**src/design/assert_macros.svh**
```systemverilog
// ----------------------------------------------------------------------------
// assert_macros.svh
// Concurrent assertion helpers used by the predictor RTL.
// ----------------------------------------------------------------------------
`ifndef ASSERT_MACROS_SVH
`define ASSERT_MACROS_SVH

// Checked on every rising edge, muted while reset is asserted.
`define ASSERT_CLK(label, clk, rst_n, prop) \
    label: assert property (@(posedge clk) disable iff (!rst_n) prop) \
        else $error("assertion failed");

// Implication form: antecedent holds, consequent follows on the next edge.
`define ASSERT_NEXT(label, clk, rst_n, ante, cons) \
    label: assert property (@(posedge clk) disable iff (!rst_n) (ante) |=> (cons)) \
        else $error("assertion failed");

`endif

```
**src/design/tbp_pkg.sv**
```systemverilog
`timescale 1ns / 1ps
// ----------------------------------------------------------------------------
// tbp_pkg
// Sizes, reset values, codes and types of the tournament branch predictor.
// ----------------------------------------------------------------------------
package tbp_pkg;

    // Table sizes (powers of two)
    localparam int GLOBAL_ENTRIES     = 1024;
    localparam int LOCAL_HIST_ENTRIES = 1024;
    localparam int LOCAL_HIST_BITS    = 10;
    localparam int CHOOSER_ENTRIES    = 1024;
    localparam int LCNT_ENTRIES       = 1 << LOCAL_HIST_BITS;

    localparam int PC_W    = 10;
    localparam int EXT_W   = 16;  // common width for index arithmetic
    localparam int GIDX_W  = $clog2(GLOBAL_ENTRIES);
    localparam int LSLOT_W = $clog2(LOCAL_HIST_ENTRIES);
    localparam int CIDX_W  = $clog2(CHOOSER_ENTRIES);
    localparam int LHB     = LOCAL_HIST_BITS;

    localparam int GCNT_W = 2;
    localparam int LCNT_W = 3;
    localparam int CH_W   = 2;

    // Clear sweep covers the deepest table
    localparam int MAX_GL    = (GLOBAL_ENTRIES > LOCAL_HIST_ENTRIES) ?
                               GLOBAL_ENTRIES : LOCAL_HIST_ENTRIES;
    localparam int MAX_CL    = (CHOOSER_ENTRIES > LCNT_ENTRIES) ?
                               CHOOSER_ENTRIES : LCNT_ENTRIES;
    localparam int CLR_DEPTH = (MAX_GL > MAX_CL) ? MAX_GL : MAX_CL;
    localparam int CLR_W     = $clog2(CLR_DEPTH);

    // Reset values and thresholds
    localparam logic [GCNT_W-1:0] GCNT_INIT  = GCNT_W'(2);
    localparam logic [GCNT_W-1:0] GCNT_TAKEN = GCNT_W'(2);
    localparam logic [GCNT_W-1:0] GCNT_TOP   = GCNT_W'(3);
    localparam logic [LCNT_W-1:0] LCNT_INIT  = LCNT_W'(4);
    localparam logic [LCNT_W-1:0] LCNT_TAKEN = LCNT_W'(4);
    localparam logic [LCNT_W-1:0] LCNT_TOP   = LCNT_W'(7);
    localparam logic [CH_W-1:0]   CH_INIT    = CH_W'(2);
    localparam logic [CH_W-1:0]   CH_GLOBAL  = CH_W'(2);
    localparam logic [CH_W-1:0]   CH_TOP     = CH_W'(3);
    localparam logic [LHB-1:0]    LHIST_INIT = LHB'(1);

    // Request codes
    localparam logic REQ_PREDICT = 1'b0;
    localparam logic REQ_UPDATE  = 1'b1;

    typedef enum logic [3:0] {
        S_CLEAR = 4'b0001,
        S_IDLE  = 4'b0010,
        S_LCNT  = 4'b0100,
        S_EXEC  = 4'b1000
    } t_state;

    // Result of one training step
    typedef struct packed {
        logic              pred;
        logic              mispred;
        logic [GCNT_W-1:0] gcnt_next;
        logic [LCNT_W-1:0] lcnt_next;
        logic [CH_W-1:0]   ch_next;
    } t_train;

endpackage

```
**src/design/tbp_train.sv**
```systemverilog
`timescale 1ns / 1ps
// ----------------------------------------------------------------------------
// tbp_train
// Chooses the prediction and computes the trained counter values.
// ----------------------------------------------------------------------------
module tbp_train (
    input  logic [tbp_pkg::GCNT_W-1:0] i_gcnt,
    input  logic [tbp_pkg::LCNT_W-1:0] i_lcnt,
    input  logic [tbp_pkg::CH_W-1:0]   i_ch,
    input  logic                       i_taken,
    output tbp_pkg::t_train            o_res
);

    logic w_gpred;
    logic w_lpred;
    logic w_g_ok;
    logic w_l_ok;

    assign w_gpred = (i_gcnt >= tbp_pkg::GCNT_TAKEN);
    assign w_lpred = (i_lcnt >= tbp_pkg::LCNT_TAKEN);
    assign w_g_ok  = (w_gpred == i_taken);
    assign w_l_ok  = (w_lpred == i_taken);

    always_comb begin
        o_res.pred    = (i_ch >= tbp_pkg::CH_GLOBAL) ? w_gpred : w_lpred;
        o_res.mispred = (o_res.pred != i_taken);

        o_res.gcnt_next = i_gcnt;
        if (i_taken) begin
            if (i_gcnt != tbp_pkg::GCNT_TOP) o_res.gcnt_next = i_gcnt + 1'b1;
        end else begin
            if (i_gcnt != '0) o_res.gcnt_next = i_gcnt - 1'b1;
        end

        o_res.lcnt_next = i_lcnt;
        if (i_taken) begin
            if (i_lcnt != tbp_pkg::LCNT_TOP) o_res.lcnt_next = i_lcnt + 1'b1;
        end else begin
            if (i_lcnt != '0) o_res.lcnt_next = i_lcnt - 1'b1;
        end

        // chooser moves only when exactly one side was right
        o_res.ch_next = i_ch;
        if (w_g_ok && !w_l_ok) begin
            if (i_ch != tbp_pkg::CH_TOP) o_res.ch_next = i_ch + 1'b1;
        end else if (!w_g_ok && w_l_ok) begin
            if (i_ch != '0) o_res.ch_next = i_ch - 1'b1;
        end
    end

endmodule

```
**config.mk**
```make
export PLATFORM = sky130hd
export DESIGN_NAME = tbp_train
export DESIGN_NICKNAME = d
export VERILOG_FILES = /design/src/design/assert_macros.svh /design/src/design/tbp_pkg.sv /design/src/design/tbp_train.sv
export SDC_FILE = /design/constraint.sdc
export NUM_CORES = 1
export LEC_CHECK = 0
export ABC_CLOCK_PERIOD_IN_PS = 1990
export BUFFER_PORTS_ARGS = -buffer_cell sky130_fd_sc_hd__buf_4
export CAP_MARGIN = 20
export CORE_AREA = 5 5 42 44
export DETAILED_ROUTE_END_ITERATION = 10
export DIE_AREA = 0 0 47 49
export GPL_ROUTABILITY_DRIVEN = 0
export PLACE_DENSITY = 0.55
export SYNTH_ARGS = -nofsm -noshare
export SYNTH_HDL_FRONTEND = slang
export SYNTH_SLANG_ARGS = --single-unit
```
**constraint.sdc**
```tcl
create_clock -name vclk -period 1.99
set_clock_uncertainty 0.15 [all_clocks]
set_input_delay 0.398 -clock vclk [all_inputs]
set_output_delay 0.398 -clock vclk [all_outputs]
set_load 0.02 [all_outputs]
```
==> results.yml <==
outcome:
  status: "complete, no violations"
sta:
  finalSetupTns_ns: 0
  rsz0062_at_grt: "yes"
  hold_viol: 0
  hold_ws_ns: 0.989
  period_share: 0.994
  slew_headroom: 0.839
  fmax_mhz: 505
  setup_slack_ns: 0.0117
  worstMarginPinSlew_ns: 0.240
  setup_violations: 0
  finalCriticalPeriod_ns: 1.98
  slew_violations: 0
layout:
  multi_input_area_um2: 302
  seq_cells: 0
  seq_area_um2: 0
  drive_gt1_frac: 0.542
  nFillCells: 156
  final_util: 0.367
  finish.cell_count_without_fillers: 75
  n_antenna_cell: 0
  clockBufferCount: 0
  nets: 73
  final_cell_mix: "19 x buf_4, 3 x nand2_1, 3 x nor2_1"
  finish.instance_area_um2: 514
  syn_to_final_growth_pct: 59.9
  final_common_cell: "buf_4"
global_routing:
  grt-ovfl-total: 0
  grt_max_degree: 13
  antenna_found_initial: 0
  grt_pass1_wl_mm: 1.27
  grt_usage: 0.0682
  first_global_vias: 304
detailed_routing:
  totalWireLength_um: 749
  vias: 318
  drt_iter0_drc: 1
  route.detailed.drc: 0
  drt-pass1-iter-count: 2
  wl_per_cell_um: 9.99
  vias_per_cell: 4.24
  ant_nets: 0
critical_path:
  end_kind: "output pin"
  cp_slowest_cell: "buf_4"
  cp-start-kind: "primary input"
  worstPathRequired_ns: 1.44
  cp.depth: 8
  critPathMaxFanout: 2
  critPathKind: "primary input to output pin"
  critical_path.top_delay_family: "adder cells"
  crit_buf_inv: 3
  critPathArrivalTime_ns: 1.43
  slowest_delay_ns: 0.17
  path_common_cell: "ha_4"
  cp_cell_sequence: "buf_8, inv_4, ha_4, ha_4, nor2b_1, a31oi_1, xnor2_1, buf_4"
worst_hold_path:
  hold_start: "i_ch[1]"
  holdPathStages: 3
  hold_end: "o_res[8]"
  hold_path_class: "primary input to output pin"
floorplanning:
  ios: 17
  rows: 14
  die_area_mm2: 0.00230
  initial_core_util: 0.229
  die_width_um: 47
  coreArea_mm2: 0.00140
  die_y_um: 49
synth:
  yosysWarnings: 0
  yosysUniqueCellTypes: 24
  synth-seq-area-share: 0
  yosysTopAreaCellShare: 0.156
  synth_top_area_cell: "ha_1"
  syn_area_per_cell_um2: 7.84
  synth_area_leaders: "ha_1 16%, buf_6 11%, maj3_1 6.2%, mux2i_1 6.2%, xor2_2 5.1%"
  syn-instance-count: 41
  synth_area_um2: 322
  syn_nets: 53
power_and_ir_drop:
  powerDensity_mw_per_mm2: 281
  irDropWorstVdd_v: 0.000103
  power.total_uw: 144
  power_leakage_nw: 0.242
place:
  port_buffers: 17
  hpwl_um: 597
  dp_slack_ns: -0.106
  place_area_um2: 469
  place_inst: 75
clock_tree:
  postCtsSetupRepairBufs: 0
job:
  maxCapViolations: 0
## metal layers
metal	GRT usage	vias up	wire, um
met1	0.105	135	363
met2	0.111	9	345
li1	-	174	-
met5	0	-	0
met3	0	0	40
met4	0	0	0
## Yosys cell counts, drive strengths merged, types with 2 or more instances
master and number:
buf 3, nor2b 2, maj3 2, nand2b 2, xor2 2, ha 4
inv 5, o21ai 2, nor2 3, o22ai 2, mux2i 2, nand2 3
## power by group
part | switching, mW | internal, mW
registers | 0 | 0
clock network | 0 | 0
logic | 0.0729 | 0.0714
total | 0.0729 | 0.0714
## final cells by class
class | instances | share of cell area
Timing Repair Buffer | 21 | 0.328
Tap cell | 16 | 0.0389
Inverter | 5 | 0.0462
Multi-Input combinational cell | 33 | 0.586
## worst max path at each step
stage,start,endpoint
3_5_place_dp,i_lcnt[0],o_res[3]
2_1_floorplan,i_lcnt[0],o_res[3]
6_report,i_lcnt[0],o_res[2]
4_1_cts,i_lcnt[1],o_res[2]
3_3_place_gp,i_lcnt[0],o_res[3]
5_1_grt,i_lcnt[0],o_res[2]
## kinds of logic (layout without fill, tap and decap cells)
| logic type | count (synthesis) | in the layout | share of synthesized area |
|---|---|---|---|
| compound gates | 9 | 9 | 0.218 |
| xor+xnor | 3 | 3 | 0.105 |
| fa+ha+maj | 6 | 6 | 0.218 |
| buf+inv | 8 | 26 | 0.163 |
| mux | 3 | 3 | 0.0973 |
| simple gates | 12 | 12 | 0.198 |
## what timing repair did
| item | in CTS | in global routing |
|---|---|---|
| pin swaps | 3 | 3 |
| hold buffers | 0 | 0 |
| resized for setup | 11 | 1 |
| setup endpoints to repair | 2 | 2 |
No activity file was read; power rests on OpenSTA's default activity.
