$ cat src/design/assert_macros.svh
// ----------------------------------------------------------------------------
// assert_macros.svh
// Concurrent assertion helpers used by the predictor RTL.
// ----------------------------------------------------------------------------
`ifndef ASSERT_MACROS_SVH
`define ASSERT_MACROS_SVH

// Checked on every rising edge, muted while reset is asserted.
`define ASSERT_CLK(label, clk, rst_n, prop) \
    label: assert property (@(posedge clk) disable iff (!rst_n) prop) \
        else $error("assertion failed");

// Implication form: antecedent holds, consequent follows on the next edge.
`define ASSERT_NEXT(label, clk, rst_n, ante, cons) \
    label: assert property (@(posedge clk) disable iff (!rst_n) (ante) |=> (cons)) \
        else $error("assertion failed");

`endif

$ cat src/design/tbp_ram.sv
`timescale 1ns / 1ps
// ----------------------------------------------------------------------------
// tbp_ram
// Generic single-write, single-read RAM with registered read data.
// ----------------------------------------------------------------------------
module tbp_ram #(
    parameter int WIDTH = 8,
    parameter int DEPTH = 16
) (
    input  logic                     i_clk,
    input  logic                     i_we,
    input  logic [$clog2(DEPTH)-1:0] i_waddr,
    input  logic [WIDTH-1:0]         i_wdata,
    input  logic                     i_re,
    input  logic [$clog2(DEPTH)-1:0] i_raddr,
    output logic [WIDTH-1:0]         o_rdata
);

    logic [WIDTH-1:0] r_mem [DEPTH];
    logic [WIDTH-1:0] r_rdata;

    always_ff @(posedge i_clk) begin
        if (i_we) begin
            r_mem[i_waddr] <= i_wdata;
        end
        if (i_re) begin
            r_rdata <= r_mem[i_raddr];
        end
    end

    assign o_rdata = r_rdata;

endmodule

$ cat config.mk
export PLATFORM = sky130hd
export DESIGN_NAME = tbp_ram
export DESIGN_NICKNAME = d
export VERILOG_FILES = /design/src/design/assert_macros.svh /design/src/design/tbp_ram.sv
export SDC_FILE = /design/constraint.sdc
export NUM_CORES = 1
export LEC_CHECK = 0
export ABC_AREA = 1
export BUFFER_PORTS_ARGS = -buffer_cell sky130_fd_sc_hd__buf_2
export CAP_MARGIN = 10
export CELL_PAD_IN_SITES_DETAIL_PLACEMENT = 0
export CELL_PAD_IN_SITES_GLOBAL_PLACEMENT = 1
export CORE_AREA = 4 4 119 110
export CTS_CLUSTER_DIAMETER = 100
export CTS_CLUSTER_SIZE = 16
export DETAILED_ROUTE_END_ITERATION = 12
export DIE_AREA = 0 0 123 114
export HOLD_SLACK_MARGIN = 0.12
export PLACE_DENSITY = 0.91
export SLEW_MARGIN = 10
export SYNTH_ARGS = -nofsm -noshare
export SYNTH_HDL_FRONTEND = slang
export SYNTH_SLANG_ARGS = --single-unit
export TNS_END_PERCENT = 5
$ cat constraint.sdc
create_clock -name i_clk -period 1.7 [get_ports i_clk]
set_input_delay 0.255 -clock i_clk [delete_from_list [all_inputs] [get_ports i_clk]]
set_output_delay 0.255 -clock i_clk [all_outputs]
set_load 0.03 [all_outputs]
==> results of run 1 <==
==> cells in the final DEF, fill, tap and decap left out <==
| master | netlist | final |
|---|---|---|
| nand3b_1 | 2 | 2 |
| clkinv_4 | 0 | 2 |
| clkbuf_16 | 0 | 17 |
| inv_1 | 100 | 100 |
| clkinv_2 | 0 | 5 |
| clkinv_1 | 0 | 3 |
| clkinvlp_4 | 0 | 3 |
| buf_12 | 0 | 2 |
| inv_2 | 2 | 2 |
| nand2_1 | 173 | 173 |
| buf_2 | 13 | 26 |
| buf_4 | 4 | 20 |
| nor2_1 | 17 | 17 |
| edfxtp_1 | 136 | 136 |
| bufinv_16 | 0 | 2 |
| nand3_1 | 97 | 97 |
==> report_power, final <==
group | switching (W) | internal, W
Sequential | 0.0000229 | 0.00378
Combinational | 0.000336 | 0.000135
Clock | 0.00133 | 0.00213
==> worst register-to-register path, stage by stage, from the launching register on <==
cell and delay [ps]:
edfxtp_1 370, inv_1 70, nand2_1 70, nand3_1 120, nand3_1 100, nand3_1 120, nand2_1 60
==> per-layer routing <==
layer,part of all wire [%],GRT usage (%),up-vias
met5,0,0,-
met3,5.1,3.520,18
met2,50,31.18,108
li1,-,-,1865
met4,1.9,7.823,0
met1,43,25.00,1895
==> logic make-up (layout without fill, tap and decap cells) <==
| kind of cell | Yosys count | count (layout) | synth area share (%) |
|---|---|---|---|
| flip-flops | 136 | 136 | 69.85 |
| buffers and inverters | 126 | 182 | 9.394 |
| AND/OR/NAND/NOR | 289 | 289 | 20.76 |
==> flip-flops by register name (all words and copies together), names as in the netlist <==
signal,count
r_mem,128
o_rdata,8
==> how the worst min path moves through the flow <==
stage,endpoint,slack (ps),depth (start not counted)
3_5_place_dp,o_rdata[7]$_DFFE_PP_,630,1
3_3_place_gp,o_rdata[7]$_DFFE_PP_,630,1
2_1_floorplan,r_mem[0][0]$_DFFE_PP_,350,0
5_1_grt,o_rdata[2]$_DFFE_PP_,210,1
6_report,o_rdata[7]$_DFFE_PP_,220,1
4_1_cts,o_rdata[2]$_DFFE_PP_,200,1
==> layout make-up <==
class	instances	area (um^2)
Inverter	102	382.9
Sequential cell	136	4084
Timing Repair Buffer	48	320.3
Multi-Input combinational cell	289	1214
Fill cell	950	5076
Clock inverter	15	136.4
Clock buffer	17	425.4
Tap cell	160	200.2
==> metrics by stage <==
step	total power, W	hold slack, ps	utilization (%)	setup WS, ps	std cells
2_1_floorplan	0.004163	353.9	-	494.2	551
3_3_place_gp	0.004326	633.4	52.38	188.9	735
3_5_place_dp	0.004343	631.5	52.38	145.8	735
4_1_cts	0.007757	202.5	57.12	396.3	767
5_1_grt	0.007968	205.2	57.12	380.8	767
6_report	0.007726	217.9	57.12	403.1	767
==> out/metrics.yaml, run 1 <==
outcome:
  outcome: "completed"
synth:
  async_reset_ff_share_pct: 0
  yosys-top-cells-count: "nand2_1 (173), edfxtp_1 (136), inv_1 (100)"
  syn_area_mm2: 0.005847
  yosys_register_bits: 136
  yosys.cell_count.top_type: "nand2_1"
  ys_dominant_reg_cell: "edfxtp_1"
  syn-num-nets: 570
  synth_top_area_share_pct: 69.85
  synth_area_per_cell_um2: 10.61
  synth_cells: 551
  yosysTopAreaCell: "edfxtp_1"
  synth_cell_types: 11
  yosysSeqAreaShare_pct: 69.85
  synth_edf_count: 136
  synthTopCellsByArea: "edfxtp_1 (70%), nand2_1 (11%), nand3_1 (8.3%), inv_1 (6.4%), buf_6 (1.2%)"
  synth_warnings: 0
timing:
  fin_setup_tns_ps: 0
  rsz0062_at_grt: "false"
  tightest_slew_ps: 650.9
  slew_headroom_pct: 56.54
  setup_viol: 0
  post-route-period-util_pct: 76.29
  max_freq_mhz: 771.1
  clock_skew_ps: 7.265
  post-route-min-period_ps: 1297
  finalHoldViolations: 0
  drv_slew: 0
clock_tree:
  hold_buffers: 0
  clk_pin_slew_ps: 60
  clockBufferDepth: 2
  cts_buffers: 17
  insertion_delay_ps: 410
  cts_setup_buffers: 0
  root_buffer: "clkbuf_16"
  cts.htree.levels: 4
  cts_tree: "built"
  cts_resized: 0
  clkSinkCount: 136
drt:
  wirelength_um: 12520
  vias: 3886
  vias_per_cell: 5.066
  drtAntennaViolNets: 0
  routedWlPerCell_um: 16.32
  dr.pass1.iters: 5
  drc: 0
  initialDrtViolationCount: 322
place:
  dpl-instance-area_mm2: 0.006201
  hpwl_um: 7683
  place_congestion: 0.8036
  portBuffers: 26
grt:
  grt_max_degree: 65
  grt_pass1_vias: 3633
  grt_overflow_total: 0
  grt_pass1_wl_um: 19590
  grt_usage_pct: 18.98
  antenna_found_initial: 0
die:
  die_y_um: 114
  rows: 38
  die_w_um: 123
  floorplan.initialDensity_pct: 49.39
  io_pins: 27
  dieArea_mm2: 0.01402
  coreArea_mm2: 0.01184
setup_path:
  worstRegToRegCells: 6
  worstSetupStartpoint: "o_rdata[1]$_DFFE_PP_"
  crit_family: "flip-flops"
  end_kind: "output pin"
  reg2reg_slack_ps: 550
  slowest_stage: "edfxtp_1"
  endpoint: "o_rdata[1]"
  crit_arrival_ps: 1040
  crit_path_start_kind: "flip-flop"
  critPathBufInv: 1
  crit_chain: "buf_2"
  r2r-start: "r_mem[8][6]$_DFFE_PP_"
  critPathKind: "reg -> out"
  cp_num_cells: 1
  max_stage_delay_ps: 420
  cp_max_fo: 1
  worst_ep_required_time_ps: 1440
  reg2reg_to: "o_rdata[6]$_DFFE_PP_"
layout:
  layout.nets: 613
  antenna_cells: 0
  area_growth_pct: 15.66
  stdcell_area_mm2: 0.006763
  drive_above_1_share_pct: 13.01
job:
  max_cap_violations: 0
pwr:
  ir_worst_vdd_v: 0.0006477
  power_leakage_nw: 2.925
  powerDensity_mw_per_mm2: 1142
worst_hold_path:
  hp-start: "i_re"
  min_path_type: "in -> reg"
Power figures use the tool's default switching activity.
==> run 2: changes to the inputs <==
Settings changed: CORE_AREA 4 4 119 110 to 4 4 121 111, DIE_AREA 0 0 123 114 to 0 0 125 115, PLACE_DENSITY 0.91 to 0.89.
Clock period 1.7 ns to 1.2 ns, I/O delays scaled along.
==> out/metrics.yaml, run 2 (same netlist as run 1, synthesis figures left out) <==
setup_path:
  crit_arrival_ps: 1020
  reg2reg_slack_ps: 40
  critPathKind: "reg -> out"
  slowest_stage: "edfxtp_1"
  worstRegToRegCells: 6
  worst_ep_required_time_ps: 1020
  worstSetupStartpoint: "o_rdata[4]$_DFFE_PP_"
  r2r-start: "r_mem[7][5]$_DFFE_PP_"
  cp_max_fo: 1
  max_stage_delay_ps: 440
  reg2reg_to: "o_rdata[5]$_DFFE_PP_"
  crit_path_start_kind: "flip-flop"
  crit_chain: "buf_6"
  critPathBufInv: 1
  crit_family: "flip-flops"
  end_kind: "output pin"
clock_tree:
  insertion_delay_ps: 410
  hold_buffers: 0
  cts_tree: "built"
  cts_setup_buffers: 0
  cts_buffers: 17
  root_buffer: "clkbuf_16"
  clkSinkCount: 136
  clk_pin_slew_ps: 60
  cts.htree.levels: 4
  clockBufferDepth: 2
drt:
  dr.pass1.iters: 5
  initialDrtViolationCount: 426
  routedWlPerCell_um: 17.00
  drc: 0
  drtAntennaViolNets: 0
  vias_per_cell: 5.078
  vias: 3925
  wirelength_um: 13140
layout:
  top_register: "r_mem"
  antenna_cells: 0
  mostFrequentLayoutCell: "nand2_1"
  regArea_mm2: 0.004084
  multi_input_area_mm2: 0.001244
  layout.nets: 619
  final_cell_mix: "nand2_1 (173), edfxtp_1 (136), inv_1 (100)"
  largest_reg_flops: 128
  final_core_util_pct: 57.74
  area_growth_pct: 19.26
  n_fill_cell: 992
  instances_no_fill: 773
  stdcell_area_mm2: 0.006973
  drive_above_1_share_pct: 15.17
outcome:
  outcome: "completed"
worst_hold_path:
  min_path_type: "in -> reg"
  min_path_cells: 1
  hp-start: "i_re"
  hold_end: "o_rdata[6]$_DFFE_PP_"
die:
  dieArea_mm2: 0.01438
  io_pins: 27
  rows: 38
  floorplan.initialDensity_pct: 48.41
  coreArea_mm2: 0.01208
  die_w_um: 125
  die_y_um: 115
timing:
  post-route-min-period_ps: 1198
  drv_slew: 0
  setup_viol: 0
  setup_ws_ps: 2.140
  max_freq_mhz: 834.8
  finalHoldViolations: 0
  clock_skew_ps: 7.940
  slew_headroom_pct: 73.38
  rsz0062_at_grt: "true"
  post-route-period-util_pct: 99.82
  tightest_slew_ps: 399.3
pwr:
  power_leakage_nw: 3.019
  powerDensity_mw_per_mm2: 1645
  ir_worst_vdd_v: 0.001587
grt:
  grt_max_degree: 37
  grt_usage_pct: 19.12
  grt_pass1_wl_um: 20400
  antenna_found_initial: 0
  grt_pass1_vias: 3743
  grt_overflow_total: 0
place:
  dp_slack_ps: -204.2
  placed_cells: 741
  dpl-instance-area_mm2: 0.006321
  place_congestion: 0.8671
  portBuffers: 26
  hpwl_um: 8084
job:
  max_cap_violations: 0
run 2: cell count changes in the layout (fill, tap and decap cells not counted), sizes merged:
cell and change:
bufinv +2, clkinvlp +1, clkinv -3, buf +6
run 2: worst max-delay path by stage:
| stage | slack, ps | cells after the start | endpoint |
|---|---|---|---|
| floorplan | 70 | 2 | r_mem[4][0]$_DFFE_PP_ |
| global placement | -190 | 8 | o_rdata[2]$_DFFE_PP_ |
| detailed placement | -200 | 8 | o_rdata[2]$_DFFE_PP_ |
| CTS | -20 | 1 | o_rdata[4] |
| global route | -30 | 1 | o_rdata[4] |
| finish | 2 | 1 | o_rdata[4] |
run 2: power breakdown:
| group | total, W | switching [W] | internal [W] |
|---|---|---|---|
| Sequential | 0.00539 | 0.0000320 | 0.00535 |
| Clock | 0.00533 | 0.00189 | 0.00344 |
| Combinational | 0.000756 | 0.000514 | 0.000242 |
| Total | 0.0115 | 0.00244 | 0.00903 |
run 2: routing by layer:
layer / vias up / global-route usage, % / routed length, um
li1: 1874 / - / -
met1: 1880 / 25.62 / 5667
met2: 156 / 31.03 / 6282
met3: 15 / 4.645 / 1025
met4: 0 / 6.575 / 167
met5: - / 0 / 0
run 2: what timing repair did:
action,4_1_cts,5_1_grt
endpoints found under the setup margin,2,7
gates resized for setup,4,6
cloned,0,0
run 2: worst register-to-register path, stage by stage (launching register included):
cell      delay, ps
edfxtp_1        360
inv_1            60
nand2_1          40
nand3_1          80
nand3_1         120
nand3_1         160
nand2_1          90
run 2: metrics by stage:
step	total power (W)	setup TNS [ps]	hold slack (ps)
after floorplan	0.005897	0	278.9
after global placement	0.006206	-1121	549.4
after detailed placement	0.006222	-1658	553.2
after CTS	0.01152	-18.23	123.9
after global routing	0.01181	-64.41	131.6
final	0.01147	0	140.6
run 2: layout make-up:
| cell class | instances | share of cell area [%] |
|---|---|---|
| well taps | 160 | 2.871 |
| inverters | 102 | 5.491 |
| clock buffers | 17 | 6.101 |
| clock inverters | 15 | 2.638 |
| repair buffers | 54 | 6.496 |
| multi-input cells | 289 | 17.84 |
| flip-flops and latches | 136 | 58.57 |
==> run 3: changes to the inputs <==
Settings changed: CORE_AREA 4 4 121 111 to 4 4 153 140, DIE_AREA 0 0 125 115 to 0 0 157 144, PLACE_DENSITY 0.89 to 0.5, SETUP_SLACK_MARGIN set to 0.1.
==> out/metrics.yaml, run 3 (same netlist as run 1, synthesis figures left out) <==
clock_tree:
  clockBufferDepth: 2
  cts_tree: "built"
  cts.htree.levels: 4
  root_buffer: "clkbuf_16"
  insertion_delay_ps: 420
  clkSinkCount: 136
  clk_pin_slew_ps: 60
  cts_buffers: 17
  cts_setup_buffers: 0
  hold_buffers: 0
timing:
  tightest_slew_ps: 530.4
  slew_headroom_pct: 64.60
  hold_ws_ps: 153.9
  setup_ws_ps: -15.23
  post-route-min-period_ps: 1215
  clock_skew_ps: 4.776
  post-route-period-util_pct: 101.3
  rsz0062_at_grt: "true"
  finalHoldViolations: 0
  setup_viol: 1
  max_freq_mhz: 822.9
  drv_slew: 0
setup_path:
  max_stage_delay_ps: 450
  crit_arrival_ps: 1040
  worst_ep_required_time_ps: 1020
  crit_family: "flip-flops"
  cp_max_fo: 1
  r2r-start: "r_mem[1][5]$_DFFE_PP_"
  worstRegToRegCells: 6
  reg2reg_to: "o_rdata[5]$_DFFE_PP_"
  critPathBufInv: 1
  end_kind: "output pin"
  reg2reg_slack_ps: 100
  slowest_stage: "edfxtp_1"
  critPathKind: "reg -> out"
  crit_chain: "buf_6"
  crit_path_start_kind: "flip-flop"
pwr:
  p_seq_share_pct: 45.4
  ir_worst_vdd_v: 0.0009120
  pwr-share-clk_pct: 47.0
  switching_share_pct: 21.46
  power_leakage_nw: 3.180
  p_int_w: 0.009328
  powerDensity_mw_per_mm2: 1582
  p_switching_w: 0.002548
  combPwrFrac_pct: 7.6
  total_power_w: 0.01188
place:
  placed_cells: 846
  dpl-instance-area_mm2: 0.006515
  hpwl_um: 9872
  place_congestion: 0.7839
  portBuffers: 26
worst_hold_path:
  hold_end: "o_rdata[3]$_DFFE_PP_"
  min_path_type: "in -> reg"
  hp-start: "i_re"
  min_path_cells: 1
layout:
  multi_input_area_mm2: 0.001521
  regArea_mm2: 0.004084
  final_core_util_pct: 37.91
  antenna_cells: 0
  drive_above_1_share_pct: 24.40
  top_register: "r_mem"
  layout.nets: 629
  final_cell_mix: "nand2_1 (168), edfxtp_1 (136), inv_1 (96)"
  mostFrequentLayoutCell: "nand2_1"
  stdcell_area_mm2: 0.007507
  largest_reg_flops: 128
  instances_no_fill: 878
  n_fill_cell: 1906
  area_growth_pct: 28.40
grt:
  grt_pass1_wl_um: 22660
  grt_usage_pct: 13.96
  antenna_found_initial: 0
  grt_max_degree: 37
  grt_pass1_vias: 3789
  grt_overflow_total: 0
drt:
  dr.pass1.iters: 4
  drc: 0
  routedWlPerCell_um: 16.99
  vias: 3829
  vias_per_cell: 4.361
  wirelength_um: 14920
  initialDrtViolationCount: 221
  drtAntennaViolNets: 0
job:
  max_cap_violations: 0
die:
  coreArea_mm2: 0.01980
  io_pins: 27
  dieArea_mm2: 0.02261
  die_y_um: 144
  die_w_um: 157
  floorplan.initialDensity_pct: 29.53
  rows: 49
outcome:
  failed_checks: "setup timing"
  outcome: "finished with violations"
## run 3: changes by cell type in the layout (fill, tap and decap cells not counted), sizes merged
cell      change
bufinv        +1
buf          +10
clkinvlp      -1
clkbuf        +1
clkinv        -1
## run 3: layout make-up
class	count	area share (%)
clock buffers	18	5.717
clock inverters	14	2.733
inverters	102	5.100
multi-input cells	289	20.27
flip-flops and latches	136	54.40
well taps	255	4.250
repair buffers	64	7.533
## run 3: how the worst max path moves through the flow
| stage | start | end | cells past startpoint |
|---|---|---|---|
| finish | o_rdata[4]$_DFFE_PP_ | o_rdata[4] | 1 |
| detailed placement | i_raddr[0] | o_rdata[3]$_DFFE_PP_ | 9 |
| global placement | i_raddr[0] | o_rdata[3]$_DFFE_PP_ | 9 |
| CTS | o_rdata[4]$_DFFE_PP_ | o_rdata[4] | 1 |
| floorplan | i_waddr[3] | r_mem[4][0]$_DFFE_PP_ | 2 |
| global route | o_rdata[4]$_DFFE_PP_ | o_rdata[4] | 1 |
## run 3: power groups by stage
stage | Sequential [W] | Clock (W) | Combinational (W)
CTS | 0.00539 | 0.00571 | 0.000873
global route | 0.00539 | 0.00595 | 0.000994
global placement | 0.00548 | 0 | 0.000801
finish | 0.00539 | 0.00559 | 0.000904
floorplan | 0.00552 | 0 | 0.000375
detailed placement | 0.00548 | 0 | 0.000799
## run 3: what timing repair did
action,4_1_cts,5_1_grt
setup endpoints to repair,16,16
pin swaps,8,34
hold endpoints to repair,0,0
resized for setup,45,35
## run 3: per-stage QoR
stage	setup slack, ps	TNS [ps]
after floorplan	69.16	0
after global placement	-237.6	-2024
after detailed placement	-274.7	-3108
after CTS	-54.29	-76.95
after global routing	-67.79	-94.83
final	-15.23	-15.23
## run 3: layer usage
metal,vias up,track usage [%],part of all wire [%]
li1,1901,-,-
met1,1852,19.70,48
met2,60,20.89,46
met3,16,3.621,4.3
met4,0,4.977,1.7
met5,-,0,0
